### src/hdl/bpa_pkg.sv
package bpa_pkg;

	localparam int MAX_PAGES_DEF = 4096;
	localparam int WORD_BITS_DEF = 64;

	localparam int PAGE_COUNT_W = 13;
	localparam int PAGE_ID_W    = 12;
	localparam int STATUS_W     = 2;

	localparam logic [PAGE_COUNT_W-1:0] PAGE_COUNT_RST = 13'd4096;

	localparam logic MODE_ALLOC = 1'b0;
	localparam logic MODE_FREE  = 1'b1;

	typedef enum logic [STATUS_W-1:0] {
		STATUS_OK    = 2'd0,
		STATUS_FULL  = 2'd1,
		STATUS_RANGE = 2'd2
	} status_t;

endpackage

### src/hdl/bitmap_page_allocator.sv
// Bitmap page allocator: one used bit per page, held in a single-port-read,
// single-port-write synchronous RAM of MAX_PAGES/WORD_BITS words (WORD_BITS
// must be a power of two), plus a next-free hint. An allocate beat searches
// upward from the hint for the first clear bit below the effective page count
// (page_count, capped at MAX_PAGES); it never wraps, sets the bit, returns the
// page and moves the hint one past it, or reports STATUS_FULL. A free beat
// clears the page's bit, moves the hint to it and returns it, or reports
// STATUS_RANGE with page number zero when the page is at or above the count.
// Steps: a free beat goes through accept/read, modify and write back, and
// result load once the output register is free; an allocate beat likewise,
// but also reads extra bitmap words after the one holding the hint, one word
// per cycle through the RAM read port, until it finds a clear bit or reaches
// the count. One beat is worked on at a time; the next is accepted while the
// previous result still waits in the output register. After reset the RAM is
// cleared word by word with in_ready low; page_count writes are taken
// throughout and must only be issued while the block is idle.
module bitmap_page_allocator import bpa_pkg::*; #(
	parameter int MAX_PAGES = MAX_PAGES_DEF,
	parameter int WORD_BITS = WORD_BITS_DEF
) (
	input  logic                    clk,
	input  logic                    arst_n,
	input  logic                    cfg_wr_en,
	input  logic [PAGE_COUNT_W-1:0] cfg_wr_data,
	input  logic                    in_valid,
	output logic                    in_ready,
	input  logic                    mode,
	input  logic [PAGE_ID_W-1:0]    page_id,
	output logic                    out_valid,
	input  logic                    out_ready,
	output logic [PAGE_ID_W-1:0]    page_number,
	output logic [STATUS_W-1:0]     status
);

	localparam int NUM_WORDS = (MAX_PAGES + WORD_BITS - 1) / WORD_BITS;
	localparam int BW        = $clog2(WORD_BITS);
	localparam int AW        = (NUM_WORDS > 1) ? $clog2(NUM_WORDS) : 1;
	localparam int PW        = $clog2(MAX_PAGES) + 1;
	// page numbers, hint and count share one width wide enough for all
	localparam int CW        = (PW > PAGE_COUNT_W) ? PW : PAGE_COUNT_W;
	localparam int WI_W      = CW - BW;
	localparam logic [CW-1:0] MAX_C     = CW'(MAX_PAGES);
	localparam logic [AW-1:0] LAST_WORD = AW'(NUM_WORDS - 1);

	typedef enum logic [1:0] {
		S_CLEAR,
		S_IDLE,
		S_LOOK,
		S_DONE
	} state_t;

	state_t                  state_q;
	logic [AW-1:0]           clr_q;
	logic [PAGE_COUNT_W-1:0] page_count_q;
	logic [CW-1:0]           hint_q;
	logic                    mode_q;
	logic [CW-1:0]           p_q;          // page under examination
	logic [CW-1:0]           res_page_q;
	status_t                 res_status_q;
	logic                    out_valid_q;
	logic [PAGE_ID_W-1:0]    page_number_q;
	status_t                 status_q;

	// bitmap RAM
	logic [WORD_BITS-1:0] mem_q [NUM_WORDS];
	logic [WORD_BITS-1:0] rd_data_q;
	logic                 rd_en;
	logic [AW-1:0]        rd_addr;
	logic                 wr_en;
	logic [AW-1:0]        wr_addr;
	logic [WORD_BITS-1:0] wr_data;

	// search and update
	logic [CW-1:0]        pc_ext;
	logic [CW-1:0]        eff_count;
	logic [CW-1:0]        pid_ext;
	logic                 in_acc;
	logic                 out_free;
	logic [WI_W-1:0]      wi;
	logic [BW-1:0]        bi;
	logic [WORD_BITS-1:0] bit_b;
	logic [WORD_BITS-1:0] cand;
	logic                 found;
	logic [BW-1:0]        idx;
	logic [WORD_BITS-1:0] bit_idx;
	logic [CW-1:0]        hit_page;
	logic [WI_W-1:0]      next_wi;
	logic [CW-1:0]        next_page;
	logic                 look_done;
	status_t              look_status;
	logic [CW-1:0]        look_page;
	logic                 hint_upd;
	logic [CW-1:0]        hint_nxt;

	assign pc_ext    = CW'(page_count_q);
	assign eff_count = (pc_ext > MAX_C) ? MAX_C : pc_ext;
	assign pid_ext   = CW'(page_id);

	assign in_ready  = (state_q == S_IDLE);
	assign in_acc    = in_valid && in_ready;
	assign out_free  = !out_valid_q || out_ready;

	assign wi        = p_q[CW-1:BW];
	assign bi        = p_q[BW-1:0];
	assign bit_b     = {{(WORD_BITS-1){1'b0}}, 1'b1} << bi;
	// clear bits at or above the start bit of this word
	assign cand      = ~rd_data_q & ({WORD_BITS{1'b1}} << bi);
	assign bit_idx   = {{(WORD_BITS-1){1'b0}}, 1'b1} << idx;
	assign hit_page  = {wi, idx};
	assign next_wi   = wi + 1'b1;
	assign next_page = {next_wi, {BW{1'b0}}};

	// lowest clear bit
	always_comb begin
		found = 1'b0;
		idx   = '0;
		for (int i = WORD_BITS - 1; i >= 0; i--) begin
			if (cand[i]) begin
				found = 1'b1;
				idx   = BW'(i);
			end
		end
	end

	// decide one word of the search, or the free, and drive the RAM ports
	always_comb begin
		rd_en       = 1'b0;
		rd_addr     = hint_q[BW +: AW];
		wr_en       = 1'b0;
		wr_addr     = wi[AW-1:0];
		wr_data     = rd_data_q;
		look_done   = 1'b0;
		look_status = STATUS_OK;
		look_page   = '0;
		hint_upd    = 1'b0;
		hint_nxt    = hint_q;

		unique case (state_q)
			S_CLEAR: begin
				wr_en   = 1'b1;
				wr_addr = clr_q;
				wr_data = '0;
			end
			S_IDLE: begin
				rd_en   = in_acc;
				rd_addr = (mode == MODE_FREE) ? pid_ext[BW +: AW] : hint_q[BW +: AW];
			end
			S_LOOK: begin
				if (mode_q == MODE_FREE) begin
					look_done = 1'b1;
					if (p_q < eff_count) begin
						wr_en     = 1'b1;
						wr_data   = rd_data_q & ~bit_b;
						look_page = p_q;
						hint_upd  = 1'b1;
						hint_nxt  = p_q;
					end else begin
						look_status = STATUS_RANGE;
					end
				end else if (p_q >= eff_count) begin
					look_done   = 1'b1;
					look_status = STATUS_FULL;
				end else if (found) begin
					look_done = 1'b1;
					if (hit_page < eff_count) begin
						wr_en     = 1'b1;
						wr_data   = rd_data_q | bit_idx;
						look_page = hit_page;
						hint_upd  = 1'b1;
						hint_nxt  = hit_page + 1'b1;
					end else begin
						look_status = STATUS_FULL;
					end
				end else if (next_page >= eff_count) begin
					look_done   = 1'b1;
					look_status = STATUS_FULL;
				end else begin
					// word full from the start bit: advance to the next word
					rd_en   = 1'b1;
					rd_addr = next_wi[AW-1:0];
				end
			end
			S_DONE: begin
			end
			default: begin
			end
		endcase
	end

	always_ff @(posedge clk) begin
		if (wr_en) begin
			mem_q[wr_addr] <= wr_data;
		end
		if (rd_en) begin
			rd_data_q <= mem_q[rd_addr];
		end
	end

	always_ff @(posedge clk or negedge arst_n) begin
		if (!arst_n) begin
			state_q       <= S_CLEAR;
			clr_q         <= '0;
			page_count_q  <= PAGE_COUNT_RST;
			hint_q        <= '0;
			mode_q        <= MODE_ALLOC;
			p_q           <= '0;
			res_page_q    <= '0;
			res_status_q  <= STATUS_OK;
			out_valid_q   <= 1'b0;
			page_number_q <= '0;
			status_q      <= STATUS_OK;
		end else begin
			if (cfg_wr_en) begin
				page_count_q <= cfg_wr_data;
			end
			// drop the result once the consumer takes it, unless a new one follows
			if (out_valid_q && out_ready && state_q != S_DONE) begin
				out_valid_q <= 1'b0;
			end

			unique case (state_q)
				S_CLEAR: begin
					clr_q <= clr_q + 1'b1;
					if (clr_q == LAST_WORD) begin
						state_q <= S_IDLE;
					end
				end
				S_IDLE: begin
					if (in_acc) begin
						mode_q  <= mode;
						p_q     <= (mode == MODE_FREE) ? pid_ext : hint_q;
						state_q <= S_LOOK;
					end
				end
				S_LOOK: begin
					if (look_done) begin
						res_page_q   <= look_page;
						res_status_q <= look_status;
						state_q      <= S_DONE;
					end else begin
						p_q <= next_page;
					end
					if (hint_upd) begin
						hint_q <= hint_nxt;
					end
				end
				S_DONE: begin
					// hold the result until the output register is free
					if (out_free) begin
						out_valid_q   <= 1'b1;
						page_number_q <= res_page_q[PAGE_ID_W-1:0];
						status_q      <= res_status_q;
						state_q       <= S_IDLE;
					end
				end
				default: begin
					state_q <= S_IDLE;
				end
			endcase
		end
	end

	assign out_valid   = out_valid_q;
	assign page_number = page_number_q;
	assign status      = status_q;

endmodule

### config.mk
export PLATFORM = sky130hd
export DESIGN_NAME = bitmap_page_allocator
export DESIGN_NICKNAME = d
export VERILOG_FILES = /design/src/hdl/bpa_pkg.sv /design/src/hdl/bitmap_page_allocator.sv
export SDC_FILE = /design/constraint.sdc
export NUM_CORES = 2
export LEC_CHECK = 0
export BUFFER_PORTS_ARGS = -buffer_cell sky130_fd_sc_hd__buf_2
export CAP_MARGIN = 5
export CORE_MARGIN = 2
export CORE_UTILIZATION = 63
export CTS_CLUSTER_DIAMETER = 150
export DETAILED_ROUTE_END_ITERATION = 8
export PLACE_DENSITY = 0.79
export SLEW_MARGIN = 20
export SYNTH_ARGS = -nofsm -noshare
export SYNTH_HDL_FRONTEND = slang
export SYNTH_SLANG_ARGS = --single-unit
### constraint.sdc
create_clock -name clk -period 12.3 [get_ports clk]
set_input_delay 3.69 -clock clk [delete_from_list [all_inputs] [get_ports clk]]
set_output_delay 3.69 -clock clk [all_outputs]
set_load 0.005 [all_outputs]
# After elaboration in Yosys (flattened, before gate mapping)
# Memories as Yosys holds them, arrays and structs flattened. A register that Yosys moved wholly into a read port is not among the register bits.
# Index checks and enable logic that the tools add are counted.
dict set report totals {
  ff_bits 77
  ramBits 4096
  out_inout_bits 16
  memories 1
  inputBits 31
}
dict set report op_classes {
  n_reduce_logical 15
  shifts 3
  n_eq_ne 12
  n_bitwise 5
  muxes 189
  order_cmp 5
  n_addsub 3
}
# name depth width read_ports rd_ports_with_merged_regs wr line_no
set memory_table {}
lappend memory_table {mem_q 64 64 1 1 1 bitmap_page_allocator.sv:65} ;# logic [WORD_BITS-1:0] mem_q [NUM_WORDS];
# operator count
set ops {}
lappend ops {{$mux W6} 70}
lappend ops {{$mux W64} 5}
lappend ops {{$and A64 B64 Y64} 2}
lappend ops {{$not A64 Y64} 2}
lappend ops {{$pmux W64 S2} 1}
lappend ops {{$shl A1 B6 Y64 const A} 2}
lappend ops {{$mux W13} 9}
lappend ops {{$mux W1} 86}
lappend ops {{$or A64 B64 Y64} 1}
lappend ops {{$shl A64 B6 Y64 const A} 1}
lappend ops {{$mux W12} 5}
lappend ops {{$ge A13 B13 Y1} 2}
lappend ops {{$lt A13 B13 Y1} 2}
lappend ops {{$pmux W13 S2} 1}
lappend ops {{$mux W2} 8}
lappend ops {{$add A13 B1 Y13 const B} 1}
lappend ops {{$gt A13 B13 Y1 const B} 1}
lappend ops {{$ne A2 B2 Y1 const B} 6}
lappend ops {{$pmux W6 S2} 1}
lappend ops {{$pmux W2 S4} 1}
lappend ops {{$add A7 B1 Y7 const B} 1}
lappend ops {{$add A6 B1 Y6 const B} 1}
lappend ops {{$eq A6 B6 Y1 const B} 1}
lappend ops {{$reduce_and A2 Y1} 3}
lappend ops {{12 further kinds} 19}

# Logic depth before layout (Yosys ltp)
dict set report logic_depth {
  word_depth 74
  mapped_depth 26
}

# Least setup slack after synthesis
# OpenSTA, ideal clock, no wires.
dict set report synth_timing {
  path_kind {reg-to-reg}
  startpoint {reg p_q[1]}
  endpoint {mem mem_q[50][0] (netlist bit), enable pin}
  path_stages_with_launch 23
  arrival_ps 9127
  synth_period_minus_slack_ps 9692
  slack_ps 2608
  setup_ps 565
  path_cell_list {dfrtp_1 > buf_4 > buf_6 > or2_2 > buf_2 > a31oi_1 > nor4_2 > a211o_1 > a311o_1 > a211o_1 > a21oi_1 > clkbuf_1 > ha_1 > a21o_1 > a211oi_1 > a21oi_1 > a31o_2 > o41ai_1 > a21oi_1 > o22ai_1 > and2_0 > a22oi_1 > nor3_1}
}
dict set report synth_via {
  elab_chain_cells 74
  elab_cells_between_ends 141
  cone_classes {3 x order compare; 1 x shift; 136 x mux; 1 x bitwise}
}
# item line_no
set synth_rtl {}
lappend synth_rtl {{start, declared} bitmap_page_allocator.sv:57} ;# logic [CW-1:0] p_q;
lappend synth_rtl {{start signal, assigned} bitmap_page_allocator.sv:231} ;# p_q <= (mode == MODE_FREE) ? pid_ext : hint_q;
lappend synth_rtl {{start signal, assigned} bitmap_page_allocator.sv:241} ;# p_q <= next_page;
lappend synth_rtl {{$shl A64 B6 Y64} bitmap_page_allocator.sv:107} ;# assign cand = ~rd_data_q & ({WORD_BITS{1'b1}} << bi);
lappend synth_rtl {{$and A64 B64 Y64} bitmap_page_allocator.sv:107}
lappend synth_rtl {{$mux W6 (64 in series)} bitmap_page_allocator.sv:118} ;# if (cand[i]) begin
lappend synth_rtl {{$lt A13 B13 Y1} bitmap_page_allocator.sv:165} ;# if (hit_page < eff_count) begin
lappend synth_rtl {{$mux W1} bitmap_page_allocator.sv:165}
lappend synth_rtl {{$mux W1} bitmap_page_allocator.sv:163} ;# end else if (found) begin
lappend synth_rtl {{$mux W1} bitmap_page_allocator.sv:160} ;# end else if (p_q >= eff_count) begin
lappend synth_rtl {{$mux W1 *} bitmap_page_allocator.sv:149} ;# if (mode_q == MODE_FREE) begin
lappend synth_rtl {{$pmux W1 S2 *} bitmap_page_allocator.sv:138} ;# unique case (state_q)
lappend synth_rtl {{$mux W1 *} bitmap_page_allocator.sv:191} ;# if (wr_en) begin
lappend synth_rtl {{$mux W1 (not written as such) *} bitmap_page_allocator.sv:192} ;# mem_q[wr_addr] <= wr_data;
lappend synth_rtl {{end, declared} bitmap_page_allocator.sv:65}
# Every way passes the cells marked *; elsewhere a longest branch is shown, timed or not.

# Worst setup path in the final report
dict set report layout_timing {
  startpoint {reg p_q[3]}
  endpoint {mem mem_q[50][49] (netlist bit), enable pin}
}
# Same word-level chain as after synthesis.

==> impl_metrics.yaml <==
run_status:
  status: "finished, violations left"
  violations: "DRC"
final_layout:
  regArea_um2: 127000
  multi_input_area_um2: 39000
  final_cells: 13800
  fin_nets: 9940
  final_cell_area_um2: 187000
  area_growth_pct: 11.6
  fillers: 15200
  drive_above_1_share: 0.161
logic_synthesis:
  synth_seq_area_share: 0.757
  ys_ff_latch: 4237
  synth_cell_type_count: 95
  synthTopCellsByArea: "edfxtp_1, mux4_2, mux2i_1"
  async_reset_ff_frac: 0.0182
  yosys_warnings: 0
  synth_top_area_frac: 0.745
  synthFlopType: "edfxtp_1"
  synth_cells: 9707
  syn-mean-instance-area_um2: 17.3
  synth_fp_nets: 9777
  synth_edf_count: 4160
  synth_area_leader_cell: "edfxtp_1"
  synth_area_um2: 168000
critical_path:
  required_ns: 12.86
  arrival_ns: 9.31
  slowest_stage: "buf_4"
  worst_setup_path_end_kind: "flip-flop"
  crit_top_cell: "buf_4"
  crit_buf_inv: 4
  crit_chain: "buf_4 -> inv_1 -> o311ai_1 -> o2111a_1 -> and4bb_2 -> nand2b_1 -> a21boi_1 -> ha_1 -> a211oi_1 -> nand2_1 -> o41ai_1 -> a21oi_2 -> buf_4 -> o22ai_1 -> and2_0 -> a22oi_1 -> nor3_2 -> buf_4"
  critical-path-max-stage-delay_ns: 0.90
  crit_type: "flip-flop to flip-flop"
  critPathLaunchType: "flip-flop"
  critPathTopFamily: "compound AO/OA/AOI/OAI gates"
  critical_path.max_fanout: 36
sta:
  hold_viol_final: 0
  hold_ws_ns: 0.481
  rsz0062_at_grt: "false"
  finalSetupViolCount: 0
  max_freq_ghz: 0.114
  tightestPinTransition_ns: 1.29
  fin_setup_tns_ns: 0
  max_slew_margin: 0.119
  skew_ns: 0.0882
  finalCritPeriodShare: 0.711
  min_period_ns: 8.75
  drv_slew: 0
placement:
  post_dp_cell_area_um2: 173000
  place_inst: 13000
  port_buffers: 46
  gp_congestion: 0.994
  hpwl_um: 285000
floorplan:
  fp.dieArea_um2: 270000
  start_util: 0.633
  row_count: 189
  coreArea_um2: 265000
  die_w_um: 520
  die_y_um: 520
  io_pins: 47
global_routing:
  grt_pass1_wl_um: 756000
  grt_max_degree: 150
  grt_pass1_vias: 100000
  antenna_found_initial: 19
  grt-ovfl-total: 0
  grtUsageTotal: 0.400
clocking:
  cts_max_path_buffers: 4
  cts_sinks: 4237
  clock_latency_ns: 1.01
  clk_pin_slew_ns: 0.07
  cts_resized: 0
  cts_tree: "done"
  post_cts_buffers: 0
  cts_max_level: 5
  clockRootBuffer: "clkbuf_16"
  ctsHoldBuffers: 0
  cts_buffers: 405
drt:
  viasPerCell: 7.47
  drt-initial-drc-count: 20600
  wl_per_cell_um: 39.6
  vias: 103000
  drc: 11
  wirelength_um: 545000
  dr.pass1.iters: 9
  ant_nets: 0
job:
  drv_cap: 0
power_and_ir_drop:
  peakVddDrop_uv: 177
  finalPower_mw: 28.4
  power.density_nw_per_um2: 152
  leakagePower_nw: 53.3
worst_hold_path:
  min_path_type: "flip-flop to flip-flop"
## per-layer routing
layer | share of wire | up-vias | track usage
li1 | - | 39400 | -
met3 | 0.17 | 2156 | 0.129
met4 | 0.070 | 18 | 0.232
met2 | 0.44 | 10100 | 0.583
met1 | 0.33 | 51100 | 0.536
met5 | 0.00069 | - | 0.00755
## path summary, 6_finish.rpt
| kind | slack, ns | cells after the start | end | from |
|---|---|---|---|---|
| max | 3.55 | 18 | mem_q[50][49] | p_q[3] |
| min | 0.48 | 2 | hint_q[4] | hint_q[4] |
| max reg2reg | 3.55 | 18 | mem_q[50][49] | p_q[3] |
| min reg2reg | 0.48 | 2 | hint_q[4] | hint_q[4] |
| max in group asynchronous | 9.00 | 1 | page_count_q[0] | arst_n |
| min in group asynchronous | 2.78 | 1 | p_q[0] | arst_n |
## sequential cells by signal, summed over array words and instances, names as in the netlist
signal / count
clr_q: 6
res_page_q: 12
page_count_q: 13
res_status_q: 2
rd_data_q: 64
p_q: 13
mode_q: 1
status: 2
page_number: 12
out_valid: 1
state_q: 2
mem_q: 4096
hint_q: 13
## worst register-to-register path, stage by stage, from the launching register on
cell	delay, ns
dfrtp_1	0.74
buf_4	0.48
inv_1	0.39
o311ai_1	0.45
o2111a_1	0.31
and4bb_2	0.33
nand2b_1	0.07
a21boi_1	0.75
ha_1	0.40
a211oi_1	0.32
nand2_1	0.12
o41ai_1	0.36
a21oi_2	0.05
buf_4	0.28
o22ai_1	0.34
and2_0	0.75
a22oi_1	0.36
nor3_2	0.83
buf_4	0.90
## cell usage in the layout, fill, tap and decap left out, types with 51 or more instances in the layout
cell	instances
o221ai_1	51
a2111oi_0	174
mux2_2	84
nor2_4	69
a22oi_1	370
edfxtp_1	4160
clkbuf_16	410
clkbuf_1	74
a21oi_1	590
clkinv_2	64
dfrtp_1	73
nand2_1	1226
clkinv_1	109
o21ai_0	105
nor4_1	68
mux2i_1	689
buf_4	278
nor2_1	93
mux4_2	443
nand3_1	78
o22ai_1	297
## metrics by stage
stage | utilization | setup WS [ns]
6_report | 0.706 | 3.55
5_1_grt | 0.706 | 3.32
4_1_cts | 0.705 | 3.81
3_5_place_dp | 0.655 | 3.39
3_3_place_gp | 0.655 | 3.50
2_1_floorplan | - | 2.61
## cell families (layout without fill, tap and decap cells)
| group | count (synthesis) | in the layout | share of synthesized area |
|---|---|---|---|
| flops | 4237 | 4237 | 0.757 |
| xor+xnor | 18 | 18 | 0.000941 |
| fa+ha+maj | 41 | 41 | 0.00303 |
| other cells | 0 | 16 | 0 |
| buf+inv | 643 | 1146 | 0.0173 |
| compound gates | 1858 | 1858 | 0.0733 |
| mux | 1216 | 1216 | 0.106 |
| simple gates | 1694 | 1694 | 0.0421 |
## cells in the mapped netlist (25+ instances only)
cell type	n
a2111oi_0	181
a21oi_1	604
a22oi_1	370
a31oi_1	26
buf_1	65
buf_2	186
buf_4	32
clkbuf_1	309
dfrtp_1	76
edfxtp_1	4160
ha_1	39
inv_1	28
mux2_2	84
mux2i_1	689
mux4_2	443
nand2_1	1232
nand3_1	81
nor2_1	163
nor3_1	36
nor4_1	68
o21ai_0	109
o221ai_1	52
o22ai_1	297
o31ai_1	25
## layout make-up
cell class	count	share of cell area
Sequential cell	4237	0.678
Multi-Input combinational cell	4827	0.209
Clock buffer	488	0.0566
Tap cell	3533	0.0236
Timing Repair Buffer	367	0.0171
Clock inverter	259	0.0147
Inverter	32	0.000642
Antenna cell	16	0.000214
## power breakdown
part / internal, mW / leakage [nW] / switching [mW]
clock: 7.11 / 6.48 / 5.49
sequential: 15.6 / 30.0 / 0.0130
combinational: 0.0558 / 16.9 / 0.167
total: 22.8 / 53.3 / 5.67
No activity file was read; power rests on OpenSTA's default activity.
